==> src/gptm_pkg.sv <==
`timescale 1ns / 1ps
package gptm_pkg;
    localparam int MAX_ROBOTS = 8;
    localparam int MAX_POINTS = 16;
    localparam int COORD_BITS = 12;
    localparam int RB = $clog2(MAX_ROBOTS);
    localparam int PB = $clog2(MAX_POINTS);
    localparam int DB = COORD_BITS + 1;
    localparam int QDEPTH = 4;
    localparam int QB = $clog2(QDEPTH);
    localparam logic REQ_LOAD = 1'b0;
    localparam logic REQ_POINT = 1'b1;
    localparam logic CFG_ROBOT_COUNT = 1'b0;
    localparam logic CFG_GATE = 1'b1;

    typedef struct packed {
        logic             req_type;
        logic [2:0]       robot_slot;
        logic [COORD_BITS-1:0] pos_x;
        logic [COORD_BITS-1:0] pos_y;
        logic             last_point;
    } t_item;

    typedef struct packed {
        logic [2:0]       match_slot;
        logic [COORD_BITS-1:0] match_x;
        logic [COORD_BITS-1:0] match_y;
        logic             matched;
        logic             last_result;
    } t_result;
endpackage

==> src/gptm_front.sv <==
`timescale 1ns / 1ps
module gptm_front (
    input  logic            i_clk,
    input  logic            i_rst_n,
    input  logic            i_valid,
    output logic            o_ready,
    input  gptm_pkg::t_item i_item,
    output logic            o_valid,
    input  logic            i_ready,
    output gptm_pkg::t_item o_item
);
    gptm_pkg::t_item r_q [gptm_pkg::QDEPTH];
    logic [gptm_pkg::QB-1:0] r_wp, r_rp;
    logic [gptm_pkg::QB:0]   r_cnt;
    logic push, pop;

    assign o_ready = (r_cnt != (gptm_pkg::QB+1)'(gptm_pkg::QDEPTH));
    assign push = i_valid && o_ready;
    assign o_valid = (r_cnt != '0);
    assign pop = o_valid && i_ready;
    assign o_item = r_q[r_rp];

    always_ff @(posedge i_clk) begin
        if (!i_rst_n) begin
            r_wp <= '0;
            r_rp <= '0;
            r_cnt <= '0;
        end else begin
            if (push) r_wp <= r_wp + 1'b1;
            if (pop) r_rp <= r_rp + 1'b1;
            r_cnt <= r_cnt + (gptm_pkg::QB+1)'(push) - (gptm_pkg::QB+1)'(pop);
        end
        if (push) r_q[r_wp] <= i_item;
    end
endmodule

==> src/gptm_back.sv <==
`timescale 1ns / 1ps
module gptm_back (
    input  logic                  i_clk,
    input  logic                  i_rst_n,
    input  logic [3:0]            i_robot_count,
    input  logic [12:0]           i_gate,
    input  logic                  i_valid,
    output logic                  o_ready,
    input  gptm_pkg::t_item       i_item,
    output logic                  o_valid,
    input  logic                  i_ready,
    output gptm_pkg::t_result     o_res
);
    localparam int CB = gptm_pkg::COORD_BITS;
    typedef enum logic [3:0] {
        S_IDLE = 4'b0001, S_SCAN = 4'b0010, S_DIST = 4'b0100, S_EMIT = 4'b1000
    } t_state;

    t_state r_state;
    logic [CB-1:0] r_rx [gptm_pkg::MAX_ROBOTS];
    logic [CB-1:0] r_ry [gptm_pkg::MAX_ROBOTS];
    logic [CB-1:0] r_px [gptm_pkg::MAX_POINTS];
    logic [CB-1:0] r_py [gptm_pkg::MAX_POINTS];
    logic [gptm_pkg::PB:0] r_fill;
    logic [gptm_pkg::MAX_ROBOTS-1:0] r_rused;
    logic [gptm_pkg::MAX_POINTS-1:0] r_pused;
    logic [gptm_pkg::RB:0] r_nr;
    logic [gptm_pkg::RB-1:0] r_r, r_br, r_dr;
    logic [gptm_pkg::PB-1:0] r_p, r_bp, r_dp;
    logic [gptm_pkg::DB-1:0] r_best, r_d;
    logic r_found, r_dv, r_any;
    gptm_pkg::t_result r_out;
    gptm_pkg::t_result r_hold;
    logic r_ov;

    logic [CB-1:0] dx, dy;
    logic [gptm_pkg::DB-1:0] dsum;
    logic pair_ok, last_pair, out_free, emit_now;
    logic [gptm_pkg::RB:0] nr_sat;

    assign out_free = !r_ov || i_ready;
    assign emit_now = (r_state == S_EMIT) && out_free && (!r_found || r_any);
    assign o_valid = r_ov;
    assign o_res = r_out;
    assign o_ready = (r_state == S_IDLE);
    assign nr_sat = (i_robot_count > 4'(gptm_pkg::MAX_ROBOTS))
        ? (gptm_pkg::RB+1)'(gptm_pkg::MAX_ROBOTS) : (gptm_pkg::RB+1)'(i_robot_count);

    always_comb begin
        dx = (r_px[r_p] > r_rx[r_r]) ? r_px[r_p] - r_rx[r_r] : r_rx[r_r] - r_px[r_p];
        dy = (r_py[r_p] > r_ry[r_r]) ? r_py[r_p] - r_ry[r_r] : r_ry[r_r] - r_py[r_p];
        dsum = {1'b0, dx} + {1'b0, dy};
        pair_ok = !r_rused[r_r] && !r_pused[r_p] && ({1'b0, r_p} < r_fill);
        last_pair = ((gptm_pkg::RB+1)'(r_r) == r_nr - 1'b1)
            && ({1'b0, r_p} == r_fill - 1'b1);
    end

    always_ff @(posedge i_clk) begin
        if (!i_rst_n) begin
            r_state <= S_IDLE;
            r_fill <= '0;
            r_ov <= 1'b0;
            r_dv <= 1'b0;
            for (int i = 0; i < gptm_pkg::MAX_ROBOTS; i++) begin
                r_rx[i] <= '0;
                r_ry[i] <= '0;
            end
        end else begin
            if (emit_now) begin
                r_ov <= 1'b1;
            end else if (i_ready) begin
                r_ov <= 1'b0;
            end
            unique case (r_state)
                S_IDLE: begin
                    if (i_valid) begin
                        if (i_item.req_type == gptm_pkg::REQ_LOAD) begin
                            r_rx[i_item.robot_slot] <= i_item.pos_x;
                            r_ry[i_item.robot_slot] <= i_item.pos_y;
                        end else begin
                            if (r_fill < (gptm_pkg::PB+1)'(gptm_pkg::MAX_POINTS)) begin
                                r_px[r_fill[gptm_pkg::PB-1:0]] <= i_item.pos_x;
                                r_py[r_fill[gptm_pkg::PB-1:0]] <= i_item.pos_y;
                                r_fill <= r_fill + 1'b1;
                            end
                            if (i_item.last_point) begin
                                r_nr <= nr_sat;
                                r_rused <= '0;
                                r_pused <= '0;
                                r_any <= 1'b0;
                                r_state <= S_SCAN;
                                r_r <= '0;
                                r_p <= '0;
                                r_found <= 1'b0;
                                r_best <= '1;
                                r_dv <= 1'b0;
                            end
                        end
                    end
                end
                S_SCAN: begin
                    // one pair per cycle, distance registered then compared
                    r_dv <= pair_ok && (r_nr != '0);
                    r_d <= dsum;
                    r_dr <= r_r;
                    r_dp <= r_p;
                    if ((r_nr == '0) || (r_fill == '0) || last_pair) begin
                        r_state <= S_DIST;
                    end else if ({1'b0, r_p} == r_fill - 1'b1) begin
                        r_p <= '0;
                        r_r <= r_r + 1'b1;
                    end else begin
                        r_p <= r_p + 1'b1;
                    end
                    if (r_dv && r_d < i_gate && r_d < r_best) begin
                        r_best <= r_d;
                        r_br <= r_dr;
                        r_bp <= r_dp;
                        r_found <= 1'b1;
                    end
                end
                S_DIST: begin
                    r_dv <= 1'b0;
                    if (r_dv && r_d < i_gate && r_d < r_best) begin
                        r_best <= r_d;
                        r_br <= r_dr;
                        r_bp <= r_dp;
                        r_found <= 1'b1;
                    end
                    r_state <= S_EMIT;
                end
                S_EMIT: begin
                    if (out_free) begin
                        if (r_found) begin
                            r_rx[r_br] <= r_px[r_bp];
                            r_ry[r_br] <= r_py[r_bp];
                            r_rused[r_br] <= 1'b1;
                            r_pused[r_bp] <= 1'b1;
                            r_any <= 1'b1;
                            // previous match goes out, this one waits
                            if (r_any) r_out <= r_hold;
                            r_hold <= '{match_slot: 3'(r_br), match_x: r_px[r_bp],
                                        match_y: r_py[r_bp], matched: 1'b1,
                                        last_result: 1'b0};
                            r_r <= '0;
                            r_p <= '0;
                            r_found <= 1'b0;
                            r_best <= '1;
                            r_state <= S_SCAN;
                        end else begin
                            if (r_any) begin
                                r_out <= '{match_slot: r_hold.match_slot,
                                           match_x: r_hold.match_x,
                                           match_y: r_hold.match_y,
                                           matched: 1'b1, last_result: 1'b1};
                            end else begin
                                r_out <= '{match_slot: '0, match_x: '0, match_y: '0,
                                           matched: 1'b0, last_result: 1'b1};
                            end
                            r_fill <= '0;
                            r_state <= S_IDLE;
                        end
                    end
                end
                default: r_state <= S_IDLE;
            endcase
        end
    end
endmodule

==> src/greedy_point_track_matcher.sv <==
`timescale 1ns / 1ps
// Greedy nearest-neighbor matcher of detected points to up to 8 robot tracks.
// Load and detection transactions are queued (4 deep) and executed one at a
// time; loads and non-final detections are taken in the idle state. A final
// detection starts matching: each match round scans every robot/point pair
// at one pair per cycle, repeated once per match plus one closing round. The
// last match result is held back until the closing round and then issued with
// last_result set; a frame with no match gives one result with matched=0.
module greedy_point_track_matcher (
    input  logic        i_clk,
    input  logic        i_rst_n,
    input  logic        i_cfg_we,
    input  logic        i_cfg_idx,
    input  logic [12:0] i_cfg_data,
    input  logic        s_axis_tvalid,
    output logic        s_axis_tready,
    input  logic [31:0] s_axis_tdata,  // robot_slot, pos_x, pos_y
    input  logic        s_axis_tuser,  // req_type
    input  logic        s_axis_tlast,  // last_point
    output logic        m_axis_tvalid,
    input  logic        m_axis_tready,
    output logic [31:0] m_axis_tdata,  // match_slot, match_x, match_y
    output logic        m_axis_tuser,  // matched
    output logic        m_axis_tlast   // last_result
);
    logic [3:0]  r_robot_count;
    logic [12:0] r_gate;
    gptm_pkg::t_item in_item, q_item;
    gptm_pkg::t_result res;
    logic q_valid, q_ready;

    always_ff @(posedge i_clk) begin
        if (!i_rst_n) begin
            r_robot_count <= '0;
            r_gate <= 13'd10;
        end else if (i_cfg_we) begin
            if (i_cfg_idx == gptm_pkg::CFG_ROBOT_COUNT) r_robot_count <= i_cfg_data[3:0];
            if (i_cfg_idx == gptm_pkg::CFG_GATE) r_gate <= i_cfg_data;
        end
    end

    assign in_item = '{req_type: s_axis_tuser, robot_slot: s_axis_tdata[2:0],
                       pos_x: s_axis_tdata[14:3], pos_y: s_axis_tdata[26:15],
                       last_point: s_axis_tlast};

    gptm_front u_front (
        .i_clk(i_clk), .i_rst_n(i_rst_n),
        .i_valid(s_axis_tvalid), .o_ready(s_axis_tready), .i_item(in_item),
        .o_valid(q_valid), .i_ready(q_ready), .o_item(q_item)
    );

    gptm_back u_back (
        .i_clk(i_clk), .i_rst_n(i_rst_n),
        .i_robot_count(r_robot_count), .i_gate(r_gate),
        .i_valid(q_valid), .o_ready(q_ready), .i_item(q_item),
        .o_valid(m_axis_tvalid), .i_ready(m_axis_tready), .o_res(res)
    );

    assign m_axis_tdata = {5'd0, res.match_y, res.match_x, res.match_slot};
    assign m_axis_tuser = res.matched;
    assign m_axis_tlast = res.last_result;
endmodule
==> config.mk <==
export PLATFORM = sky130hd
export DESIGN_NAME = greedy_point_track_matcher
export DESIGN_NICKNAME = d
export VERILOG_FILES = /design/src/gptm_pkg.sv /design/src/gptm_front.sv /design/src/gptm_back.sv /design/src/greedy_point_track_matcher.sv
export SDC_FILE = /design/constraint.sdc
export NUM_CORES = 1
export LEC_CHECK = 0
export BUFFER_PORTS_ARGS = -buffer_cell sky130_fd_sc_hd__buf_2
export CORE_MARGIN = 8
export CORE_UTILIZATION = 45
export CTS_CLUSTER_DIAMETER = 60
export DETAILED_ROUTE_END_ITERATION = 8
export PLACE_DENSITY = 0.68
export SETUP_SLACK_MARGIN = 0.3
export SLEW_MARGIN = 20
export SYNTH_ARGS = -nofsm -noshare
export SYNTH_HDL_FRONTEND = slang
export SYNTH_SLANG_ARGS = --single-unit
==> constraint.sdc <==
create_clock -name i_clk -period 6.35 [get_ports i_clk]
set_input_delay 1.905 -clock i_clk [delete_from_list [all_inputs] [get_ports i_clk]]
set_output_delay 1.905 -clock i_clk [all_outputs]
set_load 0.02 [all_outputs]
# Yosys cells after proc, flatten, opt, wreduce, memory -nomap -nowiden
# Memory sizes are Yosys's and may differ from the RTL's. A register that Yosys moved wholly into a read port is not among the register bits.
# Cells that the tools add are included.
classes:
  addsub: 14
  n_mul: 0
  n_div: 0
  order_cmp: 13
  n_eq_ne: 19
  n_shift: 0
  mux: 112
  n_bitwise: 3
  reduce_logical: 49
op_table:
  columns: ["operator", "count"]
  rows:
  - ["29-bit 2-to-1 mux", 3]
  - ["16-bit 2-to-1 mux", 5]
  - ["13-bit 2-to-1 mux", 6]
  - ["12-bit 2-to-1 mux", 6]
  - ["4-bit 2-to-1 mux", 16]
  - ["12-bit OR reduction", 4]
  - ["12-bit subtractor", 4]
  - ["8-bit 2-to-1 mux", 5]
  - ["3-bit 2-to-1 mux", 13]
  - ["13-bit case mux with 3 select lines", 1]
  - ["1-bit 2-to-1 mux", 36]
  - ["16-bit case mux with 2 select lines", 1]
  - ["13-bit less-than comparator", 2]
  - ["5-bit 2-to-1 mux", 5]
  - ["12-bit greater-than comparator", 2]
  - ["2-bit by 1-bit inequality test with 1-bit output (second input constant)", 8]
  - ["16-bit OR", 1]
  - ["4-bit case mux with 4 select lines", 1]
  - ["8-bit case mux with 2 select lines", 1]
  - ["8-bit AND reduction", 2]
  - ["7-bit AND reduction", 2]
  - ["12-bit by 12-bit adder with 13-bit output", 1]
  - ["1-bit logical AND", 12]
  - ["4-bit case mux with 3 select lines", 1]
  - ["48 further kinds", 72]
totals:
  reg_bits: 168
  latchBits: 0
  ram_bits: 692
  mem_bits_ro: 0
  in_bits: 53
  out_inout_bits: 36
  word_cells: 245
  n_memories: 5
mem_list:
  columns: ["name", "words", "width", "rd", "rd_clocked_by_memory_dff", "write_ports", "line", "source"]
  rows:
  - ["u_back.r_px", 16, 12, 2, 2, 1, "gptm_back.sv:22", "logic [CB-1:0] r_px [gptm_pkg::MAX_POINTS];"]
  - ["u_back.r_py", 16, 12, 2, 2, 1, "gptm_back.sv:23", "logic [CB-1:0] r_py [gptm_pkg::MAX_POINTS];"]
  - ["u_front.r_q", 4, 29, 1, 1, 1, "gptm_front.sv:12", "gptm_pkg::t_item r_q [gptm_pkg::QDEPTH];"]
  - ["u_back.r_rx", 8, 12, 1, 1, 8, "gptm_back.sv:20", "logic [CB-1:0] r_rx [gptm_pkg::MAX_ROBOTS];"]
  - ["u_back.r_ry", 8, 12, 1, 1, 8, "gptm_back.sv:21", "logic [CB-1:0] r_ry [gptm_pkg::MAX_ROBOTS];"]

# Logic depth before layout (Yosys ltp)
logic_depth:
  ltp_word: 8
  mapped_depth: 24

# Modules after synthesis
# Synthesis repeated with hierarchy kept, for this count alone.
unflattened:
  hier_cells: 2367
  area_unflattened_um2: 40452.5
modules_own_cells:
  columns: ["module", "instances", "cells_each", "area_each_um2", "seq_area_each_um2"]
  rows:
  - ["gptm_back", 1, 2087, 35084.9, 21730.8]
  - ["gptm_front", 1, 199, 4662.0, 3663.5]
  - ["greedy_point_track_matcher", 1, 81, 705.7, 340.3]

# Worst setup path after synthesis
# OpenSTA, ideal clock, no wires.
synth_path:
  kind: "reg-to-reg"
  start: "register (tool-made name)"
  end: "register u_back.r_d[12] (netlist name) (data pin)"
  setup_time_ns: 0.259
  arrival_time_ns: 5.578
  slack_ns: 0.513
  stages_incl_launch_ff: 24
  path_buffers: 3
  synth_period_minus_slack_ns: 5.837
  path_cell_list: "dfxtp_1 > buf_1 > buf_2 > mux4_2 > mux2i_1 > inv_1 > ha_1 > fa_1 > nand3b_1 > a21oi_1 > nor3_1 > o31ai_4 > buf_2 > mux2i_1 > xor2_1 > ha_1 > nor2b_1 > o21ai_0 > nand2b_1 > a21o_1 > a21oi_1 > o21a_1 > o211ai_1 > o31a_1"
synth_lines:
  columns: ["element", "line", "source"]
  rows:
  - ["end signal: assignment", "gptm_back.sv:104", "r_d <= dsum;"]
  - ["end: declaration", "gptm_back.sv:30", "logic [gptm_pkg::DB-1:0] r_best, r_d;"]

==> impl_metrics.csv <==
group,metric,value,unit
timing,grt_setup_unrepaired,"no",
detailed_routing,initialDrtViolationCount,2219,
synth,async_flop_share,0,%
detailed_routing,viasPerCell,5.88,
synth,synth_edf_count,825,
floorplanning,die_w,317,um
cts,h-tree-depth,3,
synth,synthTopCellsByCount,"edfxtp_1, mux4_2, nor2_1, inv_1, ha_1",
place,gp_congestion,0.858,
cts,cts.sinks,873,
finish,final_nets,2654,
setup_path,critPathRequiredTime,6.74,ns
worst_hold_path,min-delay-path-class,"reg -> reg",
detailed_routing,wire_per_inst,25.7,um
floorplanning,num_rows,110,
detailed_routing,firstDrtPassIters,5,
finish,antenna_cells,0,
synth,synth_area,0.0407,sq mm
finish,finalInstanceArea,0.0457,sq mm
setup_path,cp_max_fo,34,
synth,synthTopCellsByArea,"edfxtp_1, mux4_2, ha_1",
grt,antenna_found_initial,0,
grt,track_usage,19.3,%
synth,yosysTopAreaCell,"edfxtp_1",
synth,yosysMostFrequentCell,"edfxtp_1",
timing,setup_violations,0,
cts,cts-resized-gates,0,
floorplanning,die_area,0.100,sq mm
floorplanning,core_area,0.0899,sq mm
cts,clk-insertion-delay-late,0.66,ns
finish,final_layout_size_suffix_gt1_share,27.8,%
synth,yosysTopAreaCellShare,60.9,%
floorplanning,start_util,45.3,%
setup_path,regToRegEndpoint,"u_back.r_d[12]$_DFFE_PP_",
synth,synthFlopType,"edfxtp_1",
detailed_routing,vias,22048,
synth,yosysWarnings,0,
setup_path,end_kind,"flop",
pwr,power_leakage,15.6,nW
setup_path,arrival,6.10,ns
setup_path,critPathCapture,"u_back.r_d[12]$_DFFE_PP_",
timing,maxSlewViolCount,0,
timing,max_freq,175,MHz
grt,grt_max_degree,57,
place,portBuffers,78,
floorplanning,fp.dieH,317,um
cts,cts_tree,"done",
setup_path,reg2reg_depth,22,
cts,clkSlewWorstSetupHoldPaths,0.06,ns
synth,ys_ff_latch,873,
pwr,ir_drop,938,uV
status,status,"complete, no violations",
synth,avgSynthCellArea,17.1,sq um
detailed_routing,drcViolationCount,0,
synth,synth_cells,2383,
timing,skew,0.0266,ns
setup_path,crit_path_start_kind,"flop",
place,dp_hpwl,61300,um
cts,clk_path_buf_depth,3,
finish,fillCellCount,7167,
timing,period_needed,5.70,ns
detailed_routing,drt-total-wl,96400,um
synth,yosysUniqueCellTypes,65,
cts,hold_buffers,0,
setup_path,regToRegSetupSlack,0.65,ns
timing,slew_headroom,29.9,%
cts,cts_setup_buffers,0,
grt,grt_pass1_vias,23133,
grt,grt_remaining_overflow,0,
pwr,powerDensity,540,mW/mm^2
run,maxCapViolCount,0,
grt,grt_pass1_wl,145000,um
timing,hold_violations,0,
finish,synthToLayoutAreaGrowth,12.3,%
timing,tightest_slew,1.05,ns
place,place_area,0.0427,sq mm
cts,cts_buffers,89,
cts,cts-root-buf,"clkbuf_16",
floorplanning,ios,89,
timing,finalCritPeriodShare,89.8,%
synth,ys_seq_area_share,63.2,%
worst_hold_path,hp-start,"u_back.r_dr[0]$_DFFE_PP_",
timing,fin_setup_tns,0,ns
setup_path,critPathKind,"reg -> reg",
detailed_routing,ant_nets,0,
==> layout make-up <==
cell class / instances / area, sq um / share of cell area, %
Sequential cell: 873 / 25800 / 56.4
Multi-Input combinational cell: 1269 / 14000 / 30.7
Clock buffer: 107 / 2340 / 5.12
Tap cell: 1176 / 1470 / 3.22
Timing Repair Buffer: 156 / 1090 / 2.38
Clock inverter: 60 / 616 / 1.35
Inverter: 106 / 398 / 0.871
==> how the worst min path moves through the flow <==
stage,endpoint,depth (start not counted)
after floorplan,u_back.r_br[0]$_DFFE_PP_,0
after global placement,u_back.r_br[0]$_DFFE_PP_,0
after detailed placement,u_back.r_br[0]$_DFFE_PP_,0
after CTS,u_back.r_br[0]$_DFFE_PP_,0
after global routing,u_back.r_br[0]$_DFFE_PP_,0
final,u_back.r_br[0]$_DFFE_PP_,0
==> metal layers <==
metal	global-route usage, %	part of all wire [%]
met1	24.8	40
met2	33.3	51
met3	3.39	6.8
met5	0	0
met4	6.06	2.7
==> layout by cell type, fill, tap and decap left out, drive strengths merged, types with 35 or more instances in the layout <==
cell and count:
clkinv 44, nor2 265, ha 100, edfxtp 825
o21ai 35, inv 110, a21oi 60, buf 156
nor2b 60, nand2 80, mux2 39, dfxtp 48
mux2i 48, clkbuf 107, mux4 324
==> stage by stage <==
| stage | worst slack, ns | total power, W | hold slack, ns | std cells | utilization [%] |
|---|---|---|---|---|---|
| floorplan | 0.513 | 0.0161 | 0.400 | 2387 | - |
| global placement | 0.523 | 0.0192 | 0.403 | 3579 | 47.5 |
| detailed placement | 0.463 | 0.0194 | 0.416 | 3579 | 47.5 |
| CTS | 0.437 | 0.0247 | 0.431 | 3746 | 50.8 |
| global route | 0.324 | 0.0260 | 0.450 | 3747 | 50.8 |
| finish | 0.646 | 0.0247 | 0.433 | 3747 | 50.8 |
==> cells by family after synthesis <==
kind of cell	synth area share, %
muxes	21.0
DFF	63.2
other	0.00921
AOI/OAI and AO/OA	3.07
buffers and inverters	2.54
and+or+nand+nor	5.72
adders and majority gates	3.37
xor gates and xnor gates	1.05
==> power by group <==
| group | internal, W | leakage [nW] | switching [W] |
|---|---|---|---|
| Clock | 0.00308 | 1.45 | 0.00220 |
| Sequential | 0.00755 | 8.08 | 0.000247 |
| Combinational | 0.00491 | 6.09 | 0.00668 |
==> flip-flops by register name (all words and copies together), names as in the netlist, 3 cells and up, named ones only <==
signal and count:
u_front.r_cnt 3, u_front.r_q 116, u_back.r_pused 16, u_back.r_hold 27
u_back.r_r 3, u_back.r_p 4, u_back.r_ry 96, u_back.r_best 13
r_robot_count 4, u_back.r_dr 3, u_back.r_px 192, u_back.r_nr 4
u_back.r_state 4, u_back.r_rx 96, u_back.r_bp 4, u_back.r_dp 4
u_back.r_br 3, u_back.r_fill 5, u_back.r_d 13, u_back.r_py 192
u_back.r_rused 8, r_gate 13, u_back.o_res 29
==> worst max-delay path, stage by stage, from the launching register on <==
cell      delay [ns]
dfxtp_4         0.39
buf_16          0.27
mux4_2          0.56
mux4_2          0.57
inv_1           0.09
ha_1            0.25
nand4_1         0.19
a21oi_1         0.17
nor3_1          0.07
buf_4           0.14
o31ai_4         0.33
mux2i_1         0.32
xor2_1          0.18
buf_4           0.16
ha_1            0.26
nor2b_1         0.14
o21ai_0         0.16
nand2b_1        0.11
a21o_1          0.18
a21oi_1         0.22
o21a_1          0.21
o211ai_1        0.15
o31a_1          0.27
(Power assumes the default switching activity.)
